$ cat src/disc_track_table_lba_mapper_macros.svh
// Assertion macros shared by the track table mapper RTL.
// Every macro expects clk_i and rst_ni to be visible where it is used.
`ifndef DISC_TRACK_TABLE_LBA_MAPPER_MACROS_SVH
`define DISC_TRACK_TABLE_LBA_MAPPER_MACROS_SVH

// The condition must never hold outside reset.
`define DTTL_ASSERT_NEVER(label, cond, msg) \
  label: assert property (@(posedge clk_i) disable iff (!rst_ni) !(cond)) \
    else $error(msg);

// The consequent must hold in the same cycle as the antecedent.
`define DTTL_ASSERT_IMP(label, ante, cons, msg) \
  label: assert property (@(posedge clk_i) disable iff (!rst_ni) (ante) |-> (cons)) \
    else $error(msg);

// The consequent must hold in the cycle after the antecedent.
`define DTTL_ASSERT_NXT(label, ante, cons, msg) \
  label: assert property (@(posedge clk_i) disable iff (!rst_ni) (ante) |=> (cons)) \
    else $error(msg);

`endif

$ cat src/dttl_pkg.sv
// Types, constants and helpers of the track table mapper.
// Used by every module of the block; depends on nothing.
package dttl_pkg;

  localparam int MAX_ENTRIES_DEF = 128;
  localparam int QUEUE_DEPTH     = 2;

  localparam int FRAME_W  = 24;
  localparam int LBYTE_W  = 40;
  localparam int BASE_W   = 40;
  localparam int STRIDE_W = 12;
  localparam int POS_W    = 41;
  localparam int OFFS_W   = 12;
  localparam int SLOT_W   = 7;
  localparam int PROD_W   = FRAME_W + STRIDE_W;

  localparam logic [FRAME_W-1:0] FRAME_MAX   = 24'hFFFFFF;
  localparam logic [7:0]         POINT_MIN   = 8'h01;
  localparam logic [7:0]         POINT_LIMIT = 8'hA0;

  // A frame holds 2352 = 16 * 147 bytes; the division by 147 uses a reciprocal.
  localparam int FRAME_SHIFT = 4;
  localparam int SCALED_W    = LBYTE_W - FRAME_SHIFT;
  localparam int RECIP_W     = 32;
  localparam int PROD_RW     = 2 * RECIP_W;
  localparam int RECIP_SHIFT = 39;
  localparam logic [7:0]          FRAME_ODD   = 8'd147;
  localparam logic [RECIP_W-1:0]  FRAME_RECIP = 32'd3739835469;
  localparam logic [SCALED_W-1:0] SCALED_OVF  = 36'd2466250752;

  localparam int CFG_IDX_W  = 2;
  localparam int CFG_DATA_W = 24;
  localparam logic [CFG_IDX_W-1:0] CFG_ENTRY_COUNT = 2'd0;
  localparam logic [CFG_IDX_W-1:0] CFG_FALLBACK    = 2'd1;

  localparam logic OP_LOAD  = 1'b0;
  localparam logic OP_XLATE = 1'b1;

  localparam logic [2:0] MODE_CODE_AUDIO = 3'h1;
  localparam logic [2:0] MODE_CODE_M1A   = 3'h2;
  localparam logic [2:0] MODE_CODE_M1B   = 3'h6;

  localparam logic [1:0] KIND_AUDIO = 2'd0;
  localparam logic [1:0] KIND_MODE1 = 2'd1;
  localparam logic [1:0] KIND_MODE2 = 2'd2;

  typedef enum logic [1:0] {
    ST_LOADED = 2'd0,
    ST_FOUND  = 2'd1,
    ST_GAP    = 2'd2,
    ST_PAST   = 2'd3
  } status_e;

  typedef enum logic [1:0] {
    F_IDLE,
    F_MUL,
    F_REM,
    F_PUSH
  } front_state_e;

  typedef enum logic [2:0] {
    B_IDLE,
    B_SCAN,
    B_MUL,
    B_ADD,
    B_MISS
  } back_state_e;

  typedef struct packed {
    logic                op;
    logic [SLOT_W-1:0]   entry_index;
    logic [7:0]          track_point;
    logic [7:0]          track_mode;
    logic [FRAME_W-1:0]  first_frame;
    logic [FRAME_W-1:0]  frame_count;
    logic [BASE_W-1:0]   image_base;
    logic [STRIDE_W-1:0] stride;
    logic [LBYTE_W-1:0]  logical_byte;
  } item_t;

  typedef struct packed {
    logic [1:0]         status;
    logic [POS_W-1:0]   image_position;
    logic [SLOT_W-1:0]  hit_slot;
    logic [1:0]         track_kind;
    logic [FRAME_W-1:0] frame_number;
  } result_t;

  typedef struct packed {
    logic                is_load;
    logic [SLOT_W-1:0]   entry_index;
    logic                ok;
    logic [1:0]          kind;
    logic [FRAME_W-1:0]  start;
    logic [FRAME_W:0]    stop;
    logic [BASE_W-1:0]   base;
    logic [STRIDE_W-1:0] stride;
    logic                ovf;
    logic [FRAME_W-1:0]  frame;
    logic [OFFS_W-1:0]   in_frame;
  } cmd_t;

  typedef struct packed {
    logic [FRAME_W-1:0]  start;
    logic [FRAME_W:0]    stop;
    logic [BASE_W-1:0]   base;
    logic [STRIDE_W-1:0] stride;
    logic [1:0]          kind;
  } entry_t;

  localparam int ENTRY_W = $bits(entry_t);

  typedef struct packed {
    logic [7:0]         entry_count;
    logic [FRAME_W-1:0] fallback_frames;
  } cfg_t;

  function automatic logic [1:0] kind_of(logic [7:0] mode);
    logic [1:0] kind;
    case (mode[2:0])
      MODE_CODE_AUDIO: kind = KIND_AUDIO;
      MODE_CODE_M1A, MODE_CODE_M1B: kind = KIND_MODE1;
      default: kind = KIND_MODE2;
    endcase
    return kind;
  endfunction

endpackage

$ cat src/dttl_back.sv
// Table engine: writes table entries, scans them one per cycle for a hit and
// computes the image position. Uses dttl_pkg and the assertion macros.
`include "disc_track_table_lba_mapper_macros.svh"

module dttl_back #(
  parameter int MAX_ENTRIES = dttl_pkg::MAX_ENTRIES_DEF,
  localparam int AW = (MAX_ENTRIES > 1) ? $clog2(MAX_ENTRIES) : 1,
  localparam int CW = $clog2(MAX_ENTRIES + 1)
) (
  input  logic              clk_i,
  input  logic              rst_ni,
  input  dttl_pkg::cfg_t    cfg_i,
  input  dttl_pkg::cmd_t    cmd_i,
  input  logic              cmd_valid_i,
  output logic              cmd_pop_o,
  output logic              ram_we_o,
  output logic [AW-1:0]     ram_waddr_o,
  output dttl_pkg::entry_t  ram_wdata_o,
  output logic              ram_re_o,
  output logic [AW-1:0]     ram_raddr_o,
  input  dttl_pkg::entry_t  ram_rdata_i,
  output logic              done_o,
  output dttl_pkg::result_t result_o
);
  import dttl_pkg::*;

  back_state_e             state_q, state_d;
  logic [CW-1:0]           ia_q, ia_d;
  logic [CW-1:0]           n_q, n_d;
  logic                    chk_v_q, chk_v_d;
  logic [AW-1:0]           chk_idx_q, chk_idx_d;
  logic [MAX_ENTRIES-1:0]  valid_q, valid_d;
  logic [FRAME_W-1:0]      disc_q, disc_d;
  logic                    done_q, done_d;
  result_t                 res_q, res_d;
  logic [FRAME_W-1:0]      frame_q, frame_d;
  logic [OFFS_W-1:0]       inf_q, inf_d;
  logic [FRAME_W-1:0]      off_q, off_d;
  logic [STRIDE_W-1:0]     stride_q, stride_d;
  logic [BASE_W-1:0]       base_q, base_d;
  logic [1:0]              kind_q, kind_d;
  logic [SLOT_W-1:0]       slot_q, slot_d;
  logic [PROD_W-1:0]       prod_q, prod_d;
  logic                    hit;
  logic [FRAME_W-1:0]      stop_sat;
  logic [FRAME_W-1:0]      end_frames;

  assign hit = chk_v_q && valid_q[chk_idx_q] && (frame_q >= ram_rdata_i.start) &&
               ({1'b0, frame_q} < ram_rdata_i.stop);
  assign stop_sat   = cmd_i.stop[FRAME_W] ? FRAME_MAX : cmd_i.stop[FRAME_W-1:0];
  assign end_frames = (disc_q != '0) ? disc_q : cfg_i.fallback_frames;

  always_comb begin
    state_d   = state_q;
    ia_d      = ia_q;
    n_d       = n_q;
    chk_v_d   = chk_v_q;
    chk_idx_d = chk_idx_q;
    valid_d   = valid_q;
    disc_d    = disc_q;
    done_d    = 1'b0;
    res_d     = res_q;
    frame_d   = frame_q;
    inf_d     = inf_q;
    off_d     = off_q;
    stride_d  = stride_q;
    base_d    = base_q;
    kind_d    = kind_q;
    slot_d    = slot_q;
    prod_d    = prod_q;

    cmd_pop_o          = 1'b0;
    ram_we_o           = 1'b0;
    ram_waddr_o        = AW'(cmd_i.entry_index);
    ram_wdata_o.start  = cmd_i.start;
    ram_wdata_o.stop   = cmd_i.stop;
    ram_wdata_o.base   = cmd_i.base;
    ram_wdata_o.stride = cmd_i.stride;
    ram_wdata_o.kind   = cmd_i.kind;
    ram_re_o           = 1'b0;
    ram_raddr_o        = ia_q[AW-1:0];

    case (state_q)
      B_IDLE: begin
        if (cmd_valid_i) begin
          cmd_pop_o = 1'b1;
          if (cmd_i.is_load) begin
            if (32'(cmd_i.entry_index) < MAX_ENTRIES) begin
              ram_we_o = 1'b1;
              valid_d[AW'(cmd_i.entry_index)] = cmd_i.ok;
              if (cmd_i.ok && (stop_sat > disc_q)) begin
                disc_d = stop_sat;
              end
            end
            done_d       = 1'b1;
            res_d        = '0;
            res_d.status = ST_LOADED;
          end else if (cmd_i.ovf) begin
            done_d             = 1'b1;
            res_d              = '0;
            res_d.status       = ST_PAST;
            res_d.frame_number = FRAME_MAX;
          end else begin
            frame_d = cmd_i.frame;
            inf_d   = cmd_i.in_frame;
            n_d     = (32'(cfg_i.entry_count) > MAX_ENTRIES) ? CW'(MAX_ENTRIES) :
                      CW'(cfg_i.entry_count);
            ia_d    = '0;
            chk_v_d = 1'b0;
            state_d = B_SCAN;
          end
        end
      end
      B_SCAN: begin
        if (hit) begin
          off_d    = frame_q - ram_rdata_i.start;
          stride_d = ram_rdata_i.stride;
          base_d   = ram_rdata_i.base;
          kind_d   = ram_rdata_i.kind;
          slot_d   = SLOT_W'(chk_idx_q);
          chk_v_d  = 1'b0;
          state_d  = B_MUL;
        end else if (ia_q < n_q) begin
          ram_re_o  = 1'b1;
          chk_v_d   = 1'b1;
          chk_idx_d = ia_q[AW-1:0];
          ia_d      = ia_q + CW'(1);
        end else begin
          chk_v_d = 1'b0;
          state_d = B_MISS;
        end
      end
      B_MUL: begin
        prod_d  = off_q * stride_q;
        state_d = B_ADD;
      end
      B_ADD: begin
        done_d               = 1'b1;
        res_d.status         = ST_FOUND;
        res_d.image_position = POS_W'(base_q) + POS_W'(prod_q) + POS_W'(inf_q);
        res_d.hit_slot       = slot_q;
        res_d.track_kind     = kind_q;
        res_d.frame_number   = frame_q;
        state_d              = B_IDLE;
      end
      B_MISS: begin
        done_d             = 1'b1;
        res_d              = '0;
        res_d.status       = (frame_q < end_frames) ? ST_GAP : ST_PAST;
        res_d.frame_number = frame_q;
        state_d            = B_IDLE;
      end
      default: begin
        state_d = B_IDLE;
      end
    endcase
  end

  always_ff @(posedge clk_i or negedge rst_ni) begin
    if (!rst_ni) begin
      state_q   <= B_IDLE;
      ia_q      <= '0;
      n_q       <= '0;
      chk_v_q   <= 1'b0;
      chk_idx_q <= '0;
      valid_q   <= '0;
      disc_q    <= '0;
      done_q    <= 1'b0;
    end else begin
      state_q   <= state_d;
      ia_q      <= ia_d;
      n_q       <= n_d;
      chk_v_q   <= chk_v_d;
      chk_idx_q <= chk_idx_d;
      valid_q   <= valid_d;
      disc_q    <= disc_d;
      done_q    <= done_d;
    end
  end

  always_ff @(posedge clk_i) begin
    res_q    <= res_d;
    frame_q  <= frame_d;
    inf_q    <= inf_d;
    off_q    <= off_d;
    stride_q <= stride_d;
    base_q   <= base_d;
    kind_q   <= kind_d;
    slot_q   <= slot_d;
    prod_q   <= prod_d;
  end

  assign done_o   = done_q;
  assign result_o = res_q;

  `DTTL_ASSERT_IMP(a_scan_bound, state_q == B_SCAN, ia_q <= n_q, "Scan index ran past the slot limit.")
  `DTTL_ASSERT_NXT(a_mul_then_add, state_q == B_MUL, state_q == B_ADD, "Product was not followed by the final add.")
  `DTTL_ASSERT_IMP(a_miss_zero, done_o && (result_o.status != ST_FOUND), (result_o.image_position == '0) && (result_o.hit_slot == '0), "A result without a hit carries a position or slot.")

endmodule

$ cat config.mk
export PLATFORM = sky130hd
export DESIGN_NAME = dttl_back
export DESIGN_NICKNAME = d
export VERILOG_FILES = /design/src/dttl_pkg.sv /design/src/dttl_back.sv
export VERILOG_INCLUDE_DIRS = /design/src /design/src/src
export SDC_FILE = /design/constraint.sdc
export NUM_CORES = 1
export LEC_CHECK = 0
export ABC_AREA = 0
export BUFFER_PORTS_ARGS = -buffer_cell sky130_fd_sc_hd__buf_4
export CORE_MARGIN = 2
export CORE_UTILIZATION = 50
export CTS_CLUSTER_SIZE = 20
export DETAILED_ROUTE_END_ITERATION = 8
export GPL_ROUTABILITY_DRIVEN = 0
export PLACE_DENSITY_LB_ADDON = 0.3
export SLEW_MARGIN = 20
export SYNTH_ARGS = -nofsm -noshare
export SYNTH_HDL_FRONTEND = slang
export SYNTH_SLANG_ARGS = --single-unit
$ cat constraint.sdc
create_clock -name clk_i -period 7.65 [get_ports clk_i]
set_input_delay 2.295 -clock clk_i [delete_from_list [all_inputs] [get_ports clk_i]]
set_output_delay 2.295 -clock clk_i [all_outputs]
set_load 0.02 [all_outputs]
### After elaboration in Yosys (flattened, before gate mapping)

Cells that the tools add are included.
Widths: inputs -> output; s select.

| word-level totals | value |
|---|---|
| output and inout bits | 197 |
| register bits | 413 |

| operators by class | value |
|---|---|
| bitwise logic cells | 3 |
| multipliers | 1 |
| add/subtract/negate cells | 4 |
| reductions and logical operators | 19 |
| muxes and demuxes | 41 |
| $lt $le $gt $ge | 9 |
| eq/ne operators | 11 |

Operators by type and width:

| kind | count |
|---|---|
| $mux 76 | 3 |
| $pmux 76 s3 | 1 |
| $bwmux 128 | 1 |
| $mux 24 | 2 |
| $mux 8 | 6 |
| $add 40x36->41 | 1 |
| $add 41x12->41 | 1 |
| $mul 24x12->36 | 1 |
| $lt 24x25->1 | 1 |
| $ge 24x24->1 | 1 |
| $gt 24x24->1 | 1 |
| $lt 24x24->1 | 1 |
| $reduce_bool 24->1 | 1 |
| $sub 24x24->24 | 1 |
| $mux 1 | 17 |
| $lt 7x8->1 const B | 2 |
| $pmux 8 s2 | 1 |
| $reduce_and 4->1 | 4 |
| $mux 3 | 5 |
| $ne 2x2->1 const B | 5 |
| $pmux 3 s3 | 1 |
| $reduce_and 3->1 | 3 |
| $add 8x1->8 const B | 1 |
| $gt 8x8->1 const B | 1 |
| other kinds (17) | 26 |

### Longest topological paths before layout

Gate-level depths: netlist of run 1.

| depth | value |
|---|---|
| depth after elaboration | 7 |
| mapped depth | 22 |
| gate-level depth less buffers | 21 |

### Worst setup path before layout of run 1

Ideal clock, no wire load.

| timing | value |
|---|---|
| path type | input to register |
| start point | in ram_rdata_i[79] (netlist bit) |
| end point | reg base_q[0], enable pin |
| path slack | -590 ps |
| library setup time | 530 ps |
| data required time | 7120 ps |
| stages on the path | 10 |
| arrival time | 7710 ps |
| cell sequence | ha_1 -> fa_1 -> nor2b_1 -> o21a_1 -> o21ai_1 -> a21oi_1 -> o311ai_0 -> a311oi_4 -> nand2_4 -> nor2_1 |

| on the way | value |
|---|---|
| cells in the longest elaborated chain, start to end | 4 |

Ends and longest elaborated chain:

| item | line | source |
|---|---|---|
| start: declaration | dttl_back.sv:21 | `input dttl_pkg::entry_t ram_rdata_i,` |
| $ge 24x24->1 | dttl_back.sv:48 | `assign hit = chk_v_q && valid_q[chk_idx_q] && (frame_q >= ram_rdata_i.start) &&` |
| $logic_and 1x1->1 (2 in series) | dttl_back.sv:48 |  |
| $reduce_and 2->1 (no source line) | - |  |
| end signal: assignment | dttl_back.sv:187 | `base_q <= base_d;` |
| end: declaration | dttl_back.sv:40 | `logic [BASE_W-1:0] base_q, base_d;` |

Every way passes these cells.
A chain may end at the register's enable or synchronous reset.

### Final worst setup path of run 1

| timing | value |
|---|---|
| start point | in ram_rdata_i[79] (netlist bit) |
| end point | out ram_re_o |

| on the way | value |
|---|---|
| cells in the longest elaborated chain, start to end | 5 |

Ends and longest elaborated chain:

| item | line | source |
|---|---|---|
| $ge 24x24->1 | dttl_back.sv:48 |  |
| $logic_and 1x1->1 (2 in series) | dttl_back.sv:48 |  |
| $mux 1 | dttl_back.sv:115 | `if (hit) begin` |
| $mux 1 | dttl_back.sv:83 | `case (state_q)` |
| end: declaration | dttl_back.sv:19 | `output logic ram_re_o,` |

Every way passes these cells.

==> flow_summary.json, run 1 <==
{
  "run_status": "complete, no violations",
  "ys_warn_count": 0,
  "syn_nets": 3766,
  "area_growth_syn_to_layout_pct": 12.1,
  "number_of_synthesized_register_bits": 413,
  "worst_path_largest_cell_delay_ns": 0.41,
  "maxCapViolations": 0,
  "critPathLaunchType": "input port",
  "cts_htree_levels": 2,
  "clock-root-buffer": "sky130_fd_sc_hd__clkbuf_16",
  "clk_buf_depth": 3,
  "final_max_slew_viol_count": 0,
  "dieHeight_um": 257,
  "grt_overflow_total": 0,
  "vias": 23100,
  "grt_max_degree": 130,
  "grt_setup_unrepaired": "false",
  "setup_viol": 0,
  "final-hold-violation-count": 0,
  "worst_path_slowest_cell": "sky130_fd_sc_hd__fa_1",
  "floorplan.io_pins": 484,
  "port_buffers": 327,
  "numnets_final": 3921,
  "yosysSeqAreaShare": 0.360,
  "detail_route.iter0.violations": 1356,
  "critical_path_required_ns": 5.36,
  "startpoint_of_the_most_critical_register_to_register_path": "stride_q[5]",
  "die-width_um": 257,
  "first_pass_grt_wire_length_mm": 132,
  "antenna_violations_before_repair": 3,
  "synth_enable_flop_cells": 233,
  "numClockSinks": 413,
  "finish.utilization": 0.567,
  "rr_worst_depth": 19,
  "cts_hold_buffers": 0,
  "fmax_mhz": 138,
  "initial_utilization": 0.506,
  "area_of_the_die_um2": 65900,
  "worst_ep_arrival_time_ns": 4.96,
  "synth_cell_types": 79,
  "dp.final_hpwl_mm": 64.0,
  "route.detailed.wl_per_inst_um": 20.8,
  "postSynth.asyncResetShare": 0.436,
  "kind_of_path_behind_the_tightest_hold_check": "reg -> reg",
  "resized_after_cts": 0,
  "min_to": "valid_q[0]",
  "netlist.area_leader.share": 0.219,
  "track_usage": 0.253,
  "fin_crit_sh": 0.948,
  "pwr-share-clk": 0.300,
  "worst_pin_slew_ns": 1.04,
  "power.density_cell_area_nw_per_um2": 212,
  "totalWireLength_mm": 84.2,
  "slew_headroom": 0.301,
  "setup_total_negative_slack_ns": 0,
  "regToRegSetupSlack_ns": 1.07,
  "final_antenna_net_count": 0,
  "post_cts_setup_bufs": 0,
  "final.setup_skew_ns": 0.0431,
  "dpl_cell_area_um2": 34200,
  "p_switching_mw": 2.52,
  "route.detailed.vias_per_inst": 5.70,
  "worst_skew_pair.late_latency_ns": 0.61,
  "yosys.area.top_type": "sky130_fd_sc_hd__edfxtp_1",
  "combPwrFrac": 0.304,
  "sw_share": 0.333,
  "critical_path.max_fanout": 13,
  "power.leakage_nw": 16.6,
  "gate_count_after_technology_mapping": 3009,
  "seq_power_share": 0.396,
  "synth_top_flop_cell": "sky130_fd_sc_hd__edfxtp_1",
  "reg2reg_to": "prod_q[28]",
  "average_cell_area_after_synthesis_um2": 10.6,
  "cts.reportedPaths.clkPinSlew_ns": 0.06,
  "route.detailed.drc": 0,
  "intPower_mw": 5.06,
  "hold-path-cell-count": 1,
  "critPathCaptureType": "output pin",
  "timing.setup.critical_path_class": "in -> out",
  "placement_rows": 92,
  "timing.hold.worst.start": "valid_q[0]",
  "cts_tree": "built",
  "design.core.area_um2": 63100,
  "grt_pass1_vias": 24200,
  "final_cell_area_um2": 35800,
  "mappedNetlistArea_um2": 31900,
  "critical_path.cell_chain": "buf_4, ha_1, fa_1, nor2b_1, o21a_1, o21ai_1, a21oi_1, o311ai_0, buf_4, a311oi_4, nand2_4, nand2_8, inv_4, buf_4",
  "min_period_ns": 7.25,
  "final_layout_size_suffix_gt1_frac": 0.205,
  "cts_made_buffers": 47,
  "path_common_cell": "sky130_fd_sc_hd__buf_4",
  "first_pass_iters": 7,
  "synth.top_cells.by_area": "sky130_fd_sc_hd__edfxtp_1, sky130_fd_sc_hd__fa_1, sky130_fd_sc_hd__dfrtp_1",
  "worst_ir_drop_vdd_mv": 0.373,
  "diodes": 0
}
==> state kept, by name, summed over array words and instances, names as in the netlist <==
name,cells
base_q,40
valid_q,128
off_q,24
chk_v_q,1
ia_q,8
state_q,3
chk_idx_q,7
done_o,1
prod_q,36
slot_q,7
disc_q,24
result_o,76
n_q,8
stride_q,12
kind_q,2
inf_q,12
frame_q,24
==> critical path: cells and delay by family <==
kind,cells,cell delay (ns)
adders and majority gates,2,0.62
buffers and inverters,4,0.55
AOI/OAI and AO/OA,5,1.05
and+or+nand+nor,3,0.43
==> cell usage after synthesis (11+ instances only) <==
cell type and n:
sky130_fd_sc_hd__buf_4 119, sky130_fd_sc_hd__o21ai_0 72, sky130_fd_sc_hd__a31oi_1 13, sky130_fd_sc_hd__nand3b_1 12, sky130_fd_sc_hd__nand4_1 24, sky130_fd_sc_hd__o21a_1 27
sky130_fd_sc_hd__nor2_1 188, sky130_fd_sc_hd__mux4_2 33, sky130_fd_sc_hd__mux2_2 150, sky130_fd_sc_hd__and2_1 101, sky130_fd_sc_hd__nand2b_1 25, sky130_fd_sc_hd__clkbuf_1 105
sky130_fd_sc_hd__a211oi_1 11, sky130_fd_sc_hd__inv_1 361, sky130_fd_sc_hd__nand3_1 36, sky130_fd_sc_hd__edfxtp_1 233, sky130_fd_sc_hd__a21o_1 74, sky130_fd_sc_hd__xor2_1 18
sky130_fd_sc_hd__mux2i_1 13, sky130_fd_sc_hd__xnor2_1 51, sky130_fd_sc_hd__dfrtp_1 180, sky130_fd_sc_hd__or2_2 30, sky130_fd_sc_hd__nor3_1 31, sky130_fd_sc_hd__nor2b_1 20
sky130_fd_sc_hd__a21oi_1 129, sky130_fd_sc_hd__fa_1 234, sky130_fd_sc_hd__nor4_1 14, sky130_fd_sc_hd__nand2_1 304, sky130_fd_sc_hd__ha_1 236, sky130_fd_sc_hd__and3_1 26
sky130_fd_sc_hd__o211ai_1 12
==> metrics by stage <==
stage / setup WS (ns) / hold WS [ns] / total power, mW / instances
3_3_place_gp: 0.447 / 0.469 / 5.25 / 3961
2_1_floorplan: 0.854 / 0.423 / 4.62 / 3009
3_5_place_dp: 0.412 / 0.480 / 5.33 / 3961
6_report: 0.400 / 0.487 / 7.59 / 4045
5_1_grt: 0.184 / 0.511 / 7.96 / 4045
4_1_cts: 0.377 / 0.493 / 7.63 / 4045
==> layout by cell type, fill, tap and decap left out, types with 100 or more instances in the layout <==
cell type and instances:
sky130_fd_sc_hd__inv_1 360, sky130_fd_sc_hd__buf_4 339, sky130_fd_sc_hd__nand2_1 304, sky130_fd_sc_hd__ha_1 236, sky130_fd_sc_hd__fa_1 234, sky130_fd_sc_hd__edfxtp_1 233
sky130_fd_sc_hd__nor2_1 186, sky130_fd_sc_hd__dfrtp_1 178, sky130_fd_sc_hd__mux2_2 150, sky130_fd_sc_hd__a21oi_1 129, sky130_fd_sc_hd__and2_1 100
==> how the worst max path moves through the flow <==
stage | cells past startpoint | to | slack, ns | start
floorplan | 10 | base_q[0] | 0.85 | ram_rdata_i[79]
global placement | 14 | ram_re_o | 0.45 | ram_rdata_i[79]
detailed placement | 14 | ram_re_o | 0.41 | ram_rdata_i[79]
CTS | 14 | ram_re_o | 0.38 | ram_rdata_i[79]
global route | 14 | ram_re_o | 0.18 | ram_rdata_i[79]
finish | 14 | ram_re_o | 0.40 | ram_rdata_i[79]
==> layer usage <==
metal  wire (um)  global-route usage  vias to the layer above
li1            -                   -                    10400
met1       34100               0.322                    11500
met2       40900               0.428                     1004
met3        6360              0.0560                      185
met4        2750              0.0832                        8
met5          79             0.00585                        -
==> power by group through the flow <==
stage | sequential (mW) | clock [mW] | combinational [mW]
after floorplan | 3.05 | 0 | 1.57
after global placement | 3.03 | 0 | 2.21
after detailed placement | 3.05 | 0 | 2.29
after CTS | 3.01 | 2.32 | 2.31
after global routing | 3.04 | 2.40 | 2.52
final | 3.01 | 2.27 | 2.31
==> kinds of logic after synthesis <==
kind of cell    Yosys count  share of synthesized area
fa+ha+maj               470                      0.239
xor+xnor                 69                     0.0189
simple gates            839                      0.125
buf+inv                 598                     0.0860
flops                   413                      0.360
mux                     209                     0.0871
compound gates          411                     0.0833
==> final cells by class <==
class | count | area, um2
clock inverters | 26 | 293
inverters | 362 | 1360
repair buffers | 342 | 2590
well taps | 846 | 1060
flip-flops and latches | 413 | 11500
clock buffers | 58 | 1270
multi-input cells | 1998 | 17700
fillers | 5392 | 27300
Power figures use the tool's default switching activity.
==> run 2: changes to the inputs <==
--- a/config.mk
+++ b/config.mk
@@ -8,12 +8,14 @@
 export LEC_CHECK = 0
 export ABC_AREA = 0
 export BUFFER_PORTS_ARGS = -buffer_cell sky130_fd_sc_hd__buf_4
+export CORE_ASPECT_RATIO = 0.5
 export CORE_MARGIN = 2
 export CORE_UTILIZATION = 50
 export CTS_CLUSTER_SIZE = 20
 export DETAILED_ROUTE_END_ITERATION = 8
 export GPL_ROUTABILITY_DRIVEN = 0
 export PLACE_DENSITY_LB_ADDON = 0.3
+export RECOVER_POWER = 25
 export SLEW_MARGIN = 20
 export SYNTH_ARGS = -nofsm -noshare
 export SYNTH_HDL_FRONTEND = slang
==> run 2 against run 1 <==
Compared with the run above: the run now ends with max-capacitance violations, max-slew violations left; cell area fell by 0.99%; sequential share of layout area rose by 0.31 points; via count fell by 2.4%; clock power fell by 15%; die area rose by 0.19%; first-iteration DRC count rose by 25%; global-route usage fell by 0.93 points; flip-flop and latch count did not move; critical path depth fell by 1; highest routed layer unchanged.
==> flow_summary.json, run 2 (same netlist as run 1, synthesis figures left out) <==
{
  "min_period_ns": 7.45,
  "fmax_mhz": 134,
  "setup_viol": 0,
  "cts.reportedPaths.clkPinSlew_ns": 0.06,
  "placement_rows": 65,
  "layout_common_cells": "sky130_fd_sc_hd__inv_1, sky130_fd_sc_hd__nand2_1, sky130_fd_sc_hd__buf_4",
  "path_common_cell": "sky130_fd_sc_hd__buf_4",
  "first_pass_grt_wire_length_mm": 127,
  "final_antenna_net_count": 0,
  "grt_pass1_vias": 23100,
  "critical_path_required_ns": 5.36,
  "worst_skew_pair.late_latency_ns": 0.58,
  "cts_htree_levels": 2,
  "die-width_um": 361,
  "fillers": 5433,
  "critPathLaunchType": "input port",
  "worst_path_slowest_cell": "sky130_fd_sc_hd__o311ai_0",
  "violations_in_the_final_reports": "max-capacitance violations, max-slew violations",
  "setup_total_negative_slack_ns": 0,
  "power.leakage_nw": 16.4,
  "floorplan.io_pins": 484,
  "final_layout_size_suffix_gt1_frac": 0.197,
  "dp.final_hpwl_mm": 61.2,
  "clk_buf_depth": 3,
  "regMostFlops": "valid_q",
  "final.setup_skew_ns": 0.0246,
  "post_cts_setup_bufs": 0,
  "port_buffers": 327,
  "worst_path_largest_cell_delay_ns": 0.77,
  "design.core.area_um2": 63100,
  "resized_after_cts": 0,
  "stdcell_count": 4026,
  "critical_path.max_fanout": 13,
  "final-hold-violation-count": 0,
  "antenna_violations_before_repair": 3,
  "route.detailed.vias_per_inst": 5.59,
  "totalWireLength_mm": 80.2,
  "route.detailed.wl_per_inst_um": 19.9,
  "grt_overflow_total": 0,
  "grt_max_degree": 94,
  "worst_ep_arrival_time_ns": 5.16,
  "layout_commonest_cell": "sky130_fd_sc_hd__inv_1",
  "critPathCaptureType": "output pin",
  "cts_hold_buffers": 0,
  "worst_pin_slew_ns": 4.67,
  "numnets_final": 3915,
  "timing.setup.critical_path_class": "in -> out",
  "run_status": "finished, violations left",
  "area_of_the_die_um2": 66000,
  "fin_crit_sh": 0.974,
  "final_max_slew_viol_count": 211,
  "clock-root-buffer": "sky130_fd_sc_hd__clkbuf_16",
  "first_pass_iters": 7,
  "area_growth_syn_to_layout_pct": 11.0,
  "route.detailed.drc": 0,
  "vias": 22500,
  "track_usage": 0.244,
  "critical_path.cell_chain": "buf_4, inv_1, ha_1, a21o_1, a211o_1, o21ai_0, a21oi_1, o311ai_0, a311oi_4, nand2_4, nand2_8, inv_4, buf_4",
  "power.density_cell_area_nw_per_um2": 204,
  "grt_setup_unrepaired": "false",
  "numClockSinks": 413,
  "cts_tree": "built",
  "max_reg_flops": 128,
  "cts_made_buffers": 40,
  "dp.cells": 3953,
  "finalPower_mw": 7.21,
  "initial_utilization": 0.506,
  "detail_route.iter0.violations": 1699,
  "worst_ir_drop_vdd_mv": 0.158,
  "slew_headroom": -2.11,
  "dieHeight_um": 183,
  "kind_of_path_behind_the_tightest_hold_check": "reg -> reg",
  "maxCapViolations": 5,
  "regToRegSetupSlack_ns": 1.18
}
==> run 2: changes by cell type in the layout (fill, tap and decap cells not counted), sizes merged <==
cell | previous run | this run
clkinv | 21 | 8
bufinv | 4 | 0
inv | 362 | 363
clkbuf | 58 | 153
buf | 342 | 250
diode | 0 | 3
==> run 2: path summary, 6_finish.rpt <==
path	startpoint	end	cells after the start
worst max-delay path	ram_rdata_i[85]	ram_re_o	13
worst min-delay path	n_q[0]	n_q[0]	2
worst max register to register	stride_q[4]	prod_q[28]	19
worst min register to register	n_q[0]	n_q[0]	2
max in group asynchronous	rst_ni	valid_q[99]	1
min in group asynchronous	rst_ni	valid_q[14]	1
==> run 2: through the flow <==
step | hold slack [ns] | instance area [um2] | setup slack [ns] | utilization
floorplan | 0.423 | 31900 | 0.854 | -
global placement | 0.468 | 34200 | 0.222 | 0.542
detailed placement | 0.478 | 34200 | 0.174 | 0.542
CTS | 0.492 | 35500 | 0.139 | 0.562
global route | 0.516 | 35400 | 0.0277 | 0.562
finish | 0.500 | 35400 | 0.197 | 0.562
==> run 2: power breakdown <==
| group | switching [mW] | internal (mW) |
|---|---|---|
| combinational | 1.23 | 1.02 |
| sequential | 0.305 | 2.72 |
| clock | 0.893 | 1.05 |
==> run 2: layout make-up <==
| type | count | area (um2) | area share |
|---|---|---|---|
| clock inverter | 10 | 95.1 | 0.00268 |
| antenna | 3 | 7.51 | 0.000212 |
| sequential | 413 | 11500 | 0.325 |
| timing repair buffer | 343 | 2570 | 0.0724 |
| inverter | 362 | 1360 | 0.0384 |
| clock buffer | 60 | 1150 | 0.0324 |
| multi-input combinational | 1998 | 17700 | 0.500 |
| tap | 837 | 1050 | 0.0296 |
==> run 2: metal layers <==
metal / up-vias / wire (um) / track usage
met2: 695 / 38700 / 0.404
met1: 11300 / 34500 / 0.331
li1: 10300 / - / -
met4: 2 / 2320 / 0.0758
met3: 140 / 4620 / 0.0402
met5: - / 58 / 0.00654
==> run 2: worst max-delay path: cells and delay by family <==
kind	cells	cell delay, ns
buf+inv	4	0.46
compound gates	6	1.73
simple gates	2	0.31
fa+ha+maj	1	0.36
